## src/rtl/mcrpc_pkg.sv

```systemverilog
// ----------------------------------------------------------------------------
// Masked color range pixel counter package
// Shared constants, register indexes and types for the pixel counter.
// ----------------------------------------------------------------------------
package mcrpc_pkg;

    localparam int WINDOW_PIXELS = 100;
    localparam int BOX_COUNT     = 3;

    localparam int POS_W    = 7;
    localparam int COUNT_W  = 7;
    localparam int THR_W    = 8;
    localparam int EN_W     = 2;
    localparam int BOX_W    = 48;
    localparam int MASK_W   = 64;
    localparam int CFG_W    = 64;
    localparam int CFG_IDX_W = 3;
    localparam int BOX_IDX_W = 2;

    localparam logic [COUNT_W-1:0] COUNT_MAX    = '1;
    localparam logic [POS_W-1:0]   POSITION_MAX = '1;
    localparam logic [POS_W-1:0]   WINDOW_LAST  = POS_W'(WINDOW_PIXELS - 1);
    localparam logic [THR_W-1:0]   THR_RESET    = 8'd100;
    localparam logic [EN_W-1:0]    BOX_LIMIT    = EN_W'(BOX_COUNT);

    typedef enum logic [CFG_IDX_W-1:0] {
        REG_MASK_LOW      = 3'd0,
        REG_MASK_HIGH     = 3'd1,
        REG_BOX_ZERO      = 3'd2,
        REG_BOX_ONE       = 3'd3,
        REG_BOX_TWO       = 3'd4,
        REG_BOXES_ENABLED = 3'd5,
        REG_HIT_THRESHOLD = 3'd6
    } cfg_index_t;

    typedef struct packed {
        logic [7:0] blue_max;
        logic [7:0] blue_min;
        logic [7:0] green_max;
        logic [7:0] green_min;
        logic [7:0] red_max;
        logic [7:0] red_min;
    } color_box_t;

    typedef struct packed {
        logic [7:0] red;
        logic [7:0] green;
        logic [7:0] blue;
    } pixel_t;

    typedef struct packed {
        logic advance;
        logic counted;
        logic clear;
    } count_ctrl_t;

endpackage

```

## src/rtl/mcrpc_box_counter.sv

```systemverilog
// ----------------------------------------------------------------------------
// Color box match counter
// Tests one pixel against an inclusive RGB box and keeps a saturating count.
// ----------------------------------------------------------------------------
module mcrpc_box_counter
(
    input  logic                          clk,
    input  logic                          rst_n,
    input  mcrpc_pkg::color_box_t         box,
    input  mcrpc_pkg::pixel_t             pixel,
    input  mcrpc_pkg::count_ctrl_t        ctrl,
    output logic [mcrpc_pkg::COUNT_W-1:0] count_upd
);
    import mcrpc_pkg::*;

    logic               match;
    logic [COUNT_W-1:0] count_reg;
    logic [COUNT_W-1:0] count_next;

    assign match = (pixel.red   >= box.red_min)   && (pixel.red   <= box.red_max)   &&
                   (pixel.green >= box.green_min) && (pixel.green <= box.green_max) &&
                   (pixel.blue  >= box.blue_min)  && (pixel.blue  <= box.blue_max);

    always_comb
    begin
        count_upd = count_reg;
        if (ctrl.counted && match && (count_reg != COUNT_MAX))
        begin
            count_upd = count_reg + COUNT_W'(1);
        end
        count_next = count_reg;
        if (ctrl.advance)
        begin
            count_next = ctrl.clear ? '0 : count_upd;
        end
    end

    always_ff @(posedge clk or negedge rst_n)
    begin
        if (!rst_n)
        begin
            count_reg <= '0;
        end
        else
        begin
            count_reg <= count_next;
        end
    end

endmodule

```

## src/rtl/masked_color_range_pixel_counter.sv

```systemverilog
// ----------------------------------------------------------------------------
// Masked color range pixel counter
// Counts masked window pixels that fall in up to three RGB boxes and reports
// a hit at the end of each window.
// ----------------------------------------------------------------------------
// Pixels enter on the in channel (red, green, blue, frame_end) in raster
// order, one request per pixel, and frame_end marks the last pixel of a
// window. Only a frame_end pixel produces a request on the out channel,
// carrying hit and hit_box.
// A pixel is captured in an input register, and from there it updates the
// position counter and the three box counters when it advances; a frame_end
// pixel loads the result register at that same edge. One pixel is accepted
// every cycle while no frame_end pixel waits for a busy result register.
// When the receiver stalls with a result pending, a further frame_end pixel
// waits in the input register and the input stalls behind it; ordinary
// pixels keep flowing while the result waits.
// Reset clears the counters, the pipeline and the configuration registers
// (hit_threshold resets to 100). Configuration is written on the cfg port and
// takes effect for pixels processed after the write.
// ----------------------------------------------------------------------------
module masked_color_range_pixel_counter
(
    input  logic                            clk,
    input  logic                            rst_n,
    input  logic                            cfg_we,
    input  logic [mcrpc_pkg::CFG_IDX_W-1:0] cfg_index,
    input  logic [mcrpc_pkg::CFG_W-1:0]     cfg_data,
    input  logic                            in_valid,
    output logic                            in_ready,
    input  logic [7:0]                      red,
    input  logic [7:0]                      green,
    input  logic [7:0]                      blue,
    input  logic                            frame_end,
    output logic                            out_valid,
    input  logic                            out_ready,
    output logic                            hit,
    output logic [mcrpc_pkg::BOX_IDX_W-1:0] hit_box
);
    import mcrpc_pkg::*;

    logic [MASK_W-1:0] mask_low_reg;
    logic [MASK_W-1:0] mask_high_reg;
    color_box_t        box_reg [BOX_COUNT];
    logic [EN_W-1:0]   enabled_reg;
    logic [THR_W-1:0]  threshold_reg;

    logic              pix_valid_reg;
    pixel_t            pix_reg;
    logic              pix_last_reg;

    logic [POS_W-1:0]  pos_reg;
    logic [POS_W-1:0]  pos_next;
    logic              done_reg;
    logic              done_next;

    logic                 out_valid_reg;
    logic                 out_valid_next;
    logic                 hit_reg;
    logic [BOX_IDX_W-1:0] hit_box_reg;
    logic                 hit_next;
    logic [BOX_IDX_W-1:0] hit_box_next;

    logic               out_free;
    logic               advance;
    logic               mask_bit;
    logic [THR_W-1:0]   thr_eff;
    logic [EN_W-1:0]    used;
    count_ctrl_t        ctrl;
    logic [COUNT_W-1:0] count_upd [BOX_COUNT];

    // Configuration registers.
    always_ff @(posedge clk or negedge rst_n)
    begin
        if (!rst_n)
        begin
            mask_low_reg  <= '0;
            mask_high_reg <= '0;
            for (int b = 0; b < BOX_COUNT; b++)
            begin
                box_reg[b] <= '0;
            end
            enabled_reg   <= '0;
            threshold_reg <= THR_RESET;
        end
        else if (cfg_we)
        begin
            case (cfg_index)
                REG_MASK_LOW:      mask_low_reg  <= cfg_data;
                REG_MASK_HIGH:     mask_high_reg <= cfg_data;
                REG_BOX_ZERO:      box_reg[0]    <= cfg_data[BOX_W-1:0];
                REG_BOX_ONE:
                begin
                    if (BOX_COUNT > 1)
                    begin
                        box_reg[1 % BOX_COUNT] <= cfg_data[BOX_W-1:0];
                    end
                end
                REG_BOX_TWO:
                begin
                    if (BOX_COUNT > 2)
                    begin
                        box_reg[2 % BOX_COUNT] <= cfg_data[BOX_W-1:0];
                    end
                end
                REG_BOXES_ENABLED: enabled_reg   <= cfg_data[EN_W-1:0];
                REG_HIT_THRESHOLD: threshold_reg <= cfg_data[THR_W-1:0];
                default:
                begin
                end
            endcase
        end
    end

    // Handshake: a frame_end pixel needs a free result register.
    assign out_free = !out_valid_reg || out_ready;
    assign advance  = pix_valid_reg && (!pix_last_reg || out_free);
    assign in_ready = !pix_valid_reg || advance;

    always_ff @(posedge clk or negedge rst_n)
    begin
        if (!rst_n)
        begin
            pix_valid_reg <= 1'b0;
        end
        else if (in_ready)
        begin
            pix_valid_reg <= in_valid;
        end
    end

    always_ff @(posedge clk)
    begin
        if (in_ready && in_valid)
        begin
            pix_reg      <= '{red: red, green: green, blue: blue};
            pix_last_reg <= frame_end;
        end
    end

    // Window position and mask lookup.
    assign mask_bit = (pos_reg[POS_W-1] == 1'b0) ? mask_low_reg[pos_reg[POS_W-2:0]]
                                                 : mask_high_reg[pos_reg[POS_W-2:0]];

    assign ctrl.advance = advance;
    assign ctrl.counted = !done_reg && mask_bit;
    assign ctrl.clear   = pix_last_reg;

    always_comb
    begin
        pos_next  = pos_reg;
        done_next = done_reg;
        if (advance)
        begin
            if (!done_reg)
            begin
                if ((pos_reg >= WINDOW_LAST) || (pos_reg == POSITION_MAX))
                begin
                    done_next = 1'b1;
                end
                else
                begin
                    pos_next = pos_reg + POS_W'(1);
                end
            end
            if (pix_last_reg)
            begin
                pos_next  = '0;
                done_next = 1'b0;
            end
        end
    end

    always_ff @(posedge clk or negedge rst_n)
    begin
        if (!rst_n)
        begin
            pos_reg  <= '0;
            done_reg <= 1'b0;
        end
        else
        begin
            pos_reg  <= pos_next;
            done_reg <= done_next;
        end
    end

    for (genvar b = 0; b < BOX_COUNT; b++)
    begin : g_box
        mcrpc_box_counter u_box
        (
            .clk       (clk),
            .rst_n     (rst_n),
            .box       (box_reg[b]),
            .pixel     (pix_reg),
            .ctrl      (ctrl),
            .count_upd (count_upd[b])
        );
    end

    // Hit decision on the updated counts.
    assign thr_eff = (threshold_reg == '0) ? THR_W'(1) : threshold_reg;
    assign used    = (enabled_reg > BOX_LIMIT) ? BOX_LIMIT : enabled_reg;

    always_comb
    begin
        hit_next     = 1'b0;
        hit_box_next = '0;
        for (int b = BOX_COUNT - 1; b >= 0; b--)
        begin
            if ((EN_W'(b) < used) && ({1'b0, count_upd[b]} >= thr_eff))
            begin
                hit_next     = 1'b1;
                hit_box_next = BOX_IDX_W'(b);
            end
        end
    end

    always_comb
    begin
        out_valid_next = out_valid_reg;
        if (out_ready)
        begin
            out_valid_next = 1'b0;
        end
        if (advance && pix_last_reg)
        begin
            out_valid_next = 1'b1;
        end
    end

    always_ff @(posedge clk or negedge rst_n)
    begin
        if (!rst_n)
        begin
            out_valid_reg <= 1'b0;
        end
        else
        begin
            out_valid_reg <= out_valid_next;
        end
    end

    always_ff @(posedge clk)
    begin
        if (advance && pix_last_reg)
        begin
            hit_reg     <= hit_next;
            hit_box_reg <= hit_box_next;
        end
    end

    assign out_valid = out_valid_reg;
    assign hit       = hit_reg;
    assign hit_box   = hit_box_reg;

`ifndef ASSERT_OFF
    // The reported box is always one of the built boxes.
    assert property (@(posedge clk) disable iff (!rst_n)
        out_valid |-> (hit_box < BOX_IDX_W'(BOX_COUNT)))
        else $error("hit_box names a box that does not exist");

    // A miss always reports box zero.
    assert property (@(posedge clk) disable iff (!rst_n)
        (out_valid && !hit) |-> (hit_box == '0))
        else $error("hit_box is not zero on a miss");

    // The position counter never runs past the window.
    assert property (@(posedge clk) disable iff (!rst_n)
        pos_reg <= WINDOW_LAST)
        else $error("pixel position beyond the window");

    // A processed frame_end pixel always leaves a pending result.
    assert property (@(posedge clk) disable iff (!rst_n)
        (advance && pix_last_reg) |=> out_valid)
        else $error("frame end pixel produced no result");
`endif

endmodule

```

## config.mk

```make
export PLATFORM = sky130hd
export DESIGN_NAME = masked_color_range_pixel_counter
export DESIGN_NICKNAME = d
export VERILOG_FILES = /design/src/rtl/mcrpc_pkg.sv /design/src/rtl/mcrpc_box_counter.sv /design/src/rtl/masked_color_range_pixel_counter.sv
export SDC_FILE = /design/constraint.sdc
export NUM_CORES = 1
export LEC_CHECK = 0
export BUFFER_PORTS_ARGS = -buffer_cell sky130_fd_sc_hd__buf_4
export CAP_MARGIN = 5
export CORE_ASPECT_RATIO = 0.5
export CORE_MARGIN = 10
export CORE_UTILIZATION = 50
export CTS_CLUSTER_SIZE = 10
export DETAILED_ROUTE_END_ITERATION = 12
export PLACE_DENSITY_LB_ADDON = 0.3
export SYNTH_ARGS = -nofsm -noshare
export SYNTH_HDL_FRONTEND = slang
export SYNTH_SLANG_ARGS = --single-unit
```

## constraint.sdc

```tcl
create_clock -name clk -period 5.4 [get_ports clk]
set_clock_uncertainty 0.1 [all_clocks]
set_input_delay 0.27 -clock clk [delete_from_list [all_inputs] [get_ports clk]]
set_output_delay 0.27 -clock clk [all_outputs]
set_load 0.005 [all_outputs]
```

==> results of run 1 <==
[routing by layer]
layer | vias to the layer above | GRT usage [%] | share of wire (%)
li1 | 6102 | - | -
met1 | 6500 | 28.4 | 47
met2 | 292 | 31.6 | 46
met3 | 70 | 3.37 | 5.5
met4 | 0 | 5.18 | 1.9
met5 | - | 0 | 0
[what timing repair did]
action                                  4_1_cts  5_1_grt
buffers inserted                              0        0
hold buffers                                 93        0
endpoints found under the setup margin        0        0
endpoints found under the hold margin       389        0
[worst reg2reg max path, delay by kind of cell (launching register included)]
| kind | cells | cell delay (ps) |
|---|---|---|
| multiplexers | 1 | 380 |
| AND/OR/NAND/NOR | 5 | 1140 |
| flip-flops | 1 | 510 |
| adder cells (fa/ha/maj) | 2 | 630 |
| AO/OA/AOI/OAI | 9 | 2010 |
[kinds of logic after synthesis]
kind of cell	after synthesis	share of synthesized area, %
buffers and inverters	215	4.81
AOI/OAI and AO/OA	290	10.1
muxes	243	16.8
xor gates and xnor gates	17	0.893
adders and majority gates	169	11.5
and+or+nand+nor	313	8.48
DFF	341	47.3
[power by group]
group	switching, mW	internal [mW]
clock	1.04	1.37
sequential	0.343	3.10
combinational	0.999	1.06
[layout make-up]
type	instances	area share [%]
multi-input combinational	1032	40.7
sequential	341	40.1
timing repair buffer	215	8.63
clock buffer	58	4.98
tap	484	2.80
inverter	149	2.58
clock inverter	3	0.145
antenna	2	0.0231
[cells in the final DEF (no fill, tap or decap), types with 13 or more instances in the layout]
cell | synthesis | final
dfrtp_1 | 310 | 308
mux2_2 | 205 | 205
ha_1 | 169 | 169
inv_1 | 149 | 149
nand2_1 | 129 | 129
buf_4 | 3 | 120
o21ai_0 | 113 | 113
dlygate4sd3_1 | 0 | 93
a21oi_1 | 47 | 47
clkbuf_16 | 0 | 40
nor2_1 | 39 | 39
nand4_1 | 31 | 31
edfxtp_1 | 28 | 28
a21o_1 | 25 | 25
mux4_2 | 23 | 23
nand2b_1 | 22 | 22
nor2b_1 | 19 | 19
o211ai_1 | 18 | 18
clkbuf_1 | 48 | 17
and3_1 | 14 | 14
o21a_1 | 14 | 14
nand3_1 | 13 | 13
xnor2_1 | 13 | 13
[worst paths after layout]
path                                               from                            to  slack [ps]  depth (start not counted)
setup / recovery                  pix_reg[17]$_DFFE_PP_      hit_box[1]$_SDFFCE_PP0P_         430                         17
hold / removal                             cfg_index[1]  mask_low_reg[16]$_DFFE_PN0P_         150                          3
setup reg to reg                  pix_reg[17]$_DFFE_PP_      hit_box[1]$_SDFFCE_PP0P_         430                         17
hold reg to reg            mask_low_reg[28]$_DFFE_PN0P_  mask_low_reg[28]$_DFFE_PN0P_         400                          1
max in group asynchronous                         rst_n       box_reg[83]$_DFFE_PN0P_        3670                          3
min in group asynchronous                         rst_n       box_reg[98]$_DFFE_PN0P_         220                          2
[stage by stage]
stage	hold slack (ps)	util, %
3_5_place_dp	238	54.3
4_1_cts	118	60.0
6_report	152	60.0
3_3_place_gp	238	54.3
5_1_grt	149	60.0
2_1_floorplan	-126	-
==> impl_metrics.toml, run 1 <==
[status]
status = "complete, no violations"

[critical_path]
end_kind = "flip-flop"
crit_family = "compound AO/OA/AOI/OAI gates"
cpPeakStageDelay_ps = 660
cpMostUsedCell = "a211oi_1"
cpMaxStageDelayCell = "a211oi_1"
critical_path_class = "reg2reg"
worstPathCellList = "ha_1, nor2b_1, o21a_1, o21ai_0, a211oi_1, a211oi_1, and2_1, and3_1, mux2_2, ha_1, a21o_1, a21o_1, a21oi_1, nor2b_1, o21ai_0, a211oi_1, nor4b_1"
cp.required_ps = 5640
worst_ep_arrival_time_ps = 5200
path_max_fanout = 7
cp_num_buf_inv = 0
crit_path_start_kind = "flip-flop"

[sta]
relSlewSlack_pct = 32.1
tightest_slew_ps = 1010
finalWorstSetupSlack_ps = 434
maxSlewViolCount = 0
rsz0062_at_grt = "false"
fmax_ghz = 0.201
fin_crit_sh_pct = 92.0
tns_ps = 0
setup_viol_count_final = 0
hold_violations = 0
period_minus_slack_ps = 4970

[global_route]
grt-ovfl-total = 0
grt_pass1_vias = 13002
grt_pass1_wl_um = 73300
grt_max_degree = 125
grt_usage_pct = 20.1
grt_antenna_before_repair = 1

[final_layout]
instances_no_fill = 2284
seq_area_um2 = 8680
fin_area_um2 = 21600
nFillCells = 2908
largest_reg_flops = 144
multiInputGateArea_um2 = 8810
layout.nets = 2045
area_growth_pct = 18.0
drive_gt1_share_pct = 23.3

[die]
ioPinCount = 102
die_height_um = 155
fp-row-count = 49
die_w_um = 291
dieArea_um2 = 45200
core_um2 = 36000
initial_utilization_pct = 50.9

[logic_synthesis]
yosys-top-cells-area = "dfrtp_1 (42%), mux2_2 (13%), ha_1 (12%)"
synth_edf_count = 28
synth.most_common_cell = "dfrtp_1"
synth_top_area_share_pct = 42.3
synth-seq-cells = 341
synth_warnings = 0
synth_area_leader_cell = "dfrtp_1"
synth_cells = 1588
synthArstFlopShare_pct = 91.8
syn_nets = 1854
ys.flop_type = "dfrtp_1"
syn_area_per_cell_um2 = 11.6
synth-seq-area-share_pct = 47.3
netlist_area_um2 = 18300
synthTopCellsByCount = "dfrtp_1 (310), mux2_2 (205), ha_1 (169), inv_1 (149), nand2_1 (129)"
yosysUniqueCellTypes = 76

[routing]
routedWlPerCell_um = 20.0
firstDrtPassIters = 5
wl_um = 45800
vias = 12964
first_iter_violations = 880
ant_nets = 0
vias_per_cell = 5.68
drc = 0

[clocking]
path_clk_slew_ps = 60
cts_buffers = 40
cts_max_level = 2
cts_tree = "built"
cts_max_path_buffers = 3
clk_latency_ps = 540
cts_resized = 0
root_buffer = "clkbuf_16"
cts_sinks = 341

[place]
gp_congestion = 0.828
dp_hpwl_um = 31200
dpl_cell_area_um2 = 19600
dp_slack_ps = 486
dp.cells = 2128
io_buffers = 101

[power_and_ir_drop]
power_density_nw_per_um2 = 366
cellLeakagePower_nw = 9.71
ir_drop_v = 0.000189
p_total_mw = 7.92

[min_path]
hp-class = "in2reg"

[flow_run]
drv_cap = 0
No activity file was read; power rests on OpenSTA's default activity.
==> inputs of run 2 (changes only) <==
- ABC_CLOCK_PERIOD_IN_PS: default -> 5400
- CELL_PAD_IN_SITES_DETAIL_PLACEMENT: default -> 0
- CELL_PAD_IN_SITES_GLOBAL_PLACEMENT: default -> 2
- CORE_UTILIZATION: 50 -> 42
- TNS_END_PERCENT: default -> 50
==> impl_metrics.toml, run 2 (synthesis results as in run 1) <==
[sta]
fmax_ghz = 0.197
tns_ps = 0
setup_viol_count_final = 0
finalWorstSetupSlack_ps = 327
tightest_slew_ps = 1060
period_minus_slack_ps = 5070
relSlewSlack_pct = 29.1
rsz0062_at_grt = "false"
fin_crit_sh_pct = 93.9
maxSlewViolCount = 0
hold_violations = 0

[routing]
ant_nets = 0
vias_per_cell = 5.36
vias = 12819
routedWlPerCell_um = 20.5
drc = 0
firstDrtPassIters = 5
wl_um = 49100
first_iter_violations = 784

[final_layout]
drive_gt1_share_pct = 23.4
fin_area_um2 = 21800
utilization_pct = 50.3
nFillCells = 3846
mostFrequentLayoutCells = "dfrtp_1 (308), mux2_2 (205), ha_1 (169)"
layout.nets = 2047
largest_reg_flops = 144
final_common_cell = "dfrtp_1"
area_growth_pct = 19.0

[die]
initial_utilization_pct = 42.3
core_um2 = 43400
die_w_um = 316
fp-row-count = 54
dieArea_um2 = 52900
die_height_um = 168
ioPinCount = 102

[flow_run]
drv_cap = 0

[critical_path]
end_kind = "flip-flop"
critical_path_class = "reg2reg"
cp.required_ps = 5650
path_max_fanout = 7
crit_path_start_kind = "flip-flop"
worst_ep_arrival_time_ps = 5320

[clocking]
cts_sinks = 341
clk_latency_ps = 550
cts_tree = "built"
cts_max_path_buffers = 3
post-cts-setup-buffers = 0
root_buffer = "clkbuf_16"
cts_buffers = 40
cts_max_level = 2
path_clk_slew_ps = 60

[power_and_ir_drop]
ir_drop_v = 0.000217
pwr-share-seq_pct = 42.9
power.switching_mw = 2.46
p_int_mw = 5.56
switching_share_pct = 30.6
p_clk_share_pct = 30.6
cellLeakagePower_nw = 9.73
power_density_nw_per_um2 = 368
p_comb_share_pct = 26.5

[place]
dp_hpwl_um = 34600
dpl_cell_area_um2 = 19800
io_buffers = 101
gp_congestion = 0.847
dp_slack_ps = 496

[global_route]
grt_usage_pct = 18.6
grt_antenna_before_repair = 3
grt-ovfl-total = 0
grt_max_degree = 128
grt_pass1_vias = 13439
grt_pass1_wl_um = 78100

[status]
status = "complete, no violations"

[min_path]
hp-class = "in2reg"
## run 2: what timing repair did
action / 4_1_cts / 5_1_grt
endpoints found under the hold margin: 428 / 0
hold buffers: 93 / 0
gates resized for setup: 0 / 0
setup endpoints to repair: 0 / 0
## run 2: final timing paths
| kind | startpoint | to | slack (ps) | cells after the start |
|---|---|---|---|---|
| worst max register to register | pix_reg[17]$_DFFE_PP_ | hit_box[1]$_SDFFCE_PP0P_ | 330 | 17 |
| max in group asynchronous | rst_n | pos_reg[1]$_DFFE_PN0P_ | 3520 | 3 |
| worst min register to register | mask_high_reg[5]$_DFFE_PN0P_ | mask_high_reg[5]$_DFFE_PN0P_ | 400 | 1 |
| worst min-delay path | cfg_index[1] | box_reg[15]$_DFFE_PN0P_ | 240 | 4 |
| min in group asynchronous | rst_n | box_reg[1]$_DFFE_PN0P_ | 280 | 2 |
| worst max-delay path | pix_reg[17]$_DFFE_PP_ | hit_box[1]$_SDFFCE_PP0P_ | 330 | 17 |
## run 2: area by class of cell
cell class	instances	area (um2)	area share, %
Sequential cell	341	8680	39.8
Timing Repair Buffer	217	1890	8.68
Inverter	149	559	2.56
Antenna cell	2	5.00	0.0229
Multi-Input combinational cell	1032	8810	40.4
Clock buffer	60	1090	4.98
Tap cell	588	736	3.37
Clock inverter	4	53.8	0.246
## run 2: through the flow
step / std cells / power [mW] / hold WS [ps]
after global placement: 2234 / 5.48 / 318
after CTS: 2391 / 8.10 / 225
after floorplan: 1588 / 4.84 / -126
after global routing: 2391 / 8.53 / 269
after detailed placement: 2234 / 5.55 / 339
final: 2393 / 8.02 / 239
## run 2: routing by layer
| metal | GRT usage (%) | wire, um | vias to the layer above |
|---|---|---|---|
| met5 | 0 | 0 | - |
| met4 | 3.94 | 847 | 0 |
| met3 | 3.78 | 2440 | 58 |
| met2 | 29.2 | 22100 | 207 |
| met1 | 26.4 | 23600 | 6469 |
| li1 | - | - | 6085 |
## run 2: power groups by stage
| stage | Combinational (mW) | Clock [mW] | Sequential, mW |
|---|---|---|---|
| 6_report | 2.12 | 2.46 | 3.44 |
| 2_1_floorplan | 1.51 | 0 | 3.33 |
| 4_1_cts | 2.14 | 2.52 | 3.44 |
| 5_1_grt | 2.39 | 2.63 | 3.51 |
| 3_3_place_gp | 2.02 | 0 | 3.47 |
| 3_5_place_dp | 2.07 | 0 | 3.49 |
## run 2: critical path, cell delays in order, from the launching register on
cell,delay (ps)
edfxtp_1,520
ha_1,340
nor2b_1,130
o21a_1,170
o21ai_0,220
a211oi_1,180
a211oi_1,660
and2_1,370
and3_1,350
mux2_2,380
ha_1,290
a21o_1,160
a21o_1,170
a21oi_1,140
nor2b_1,60
o21ai_0,220
a211oi_1,140
nor4b_1,290
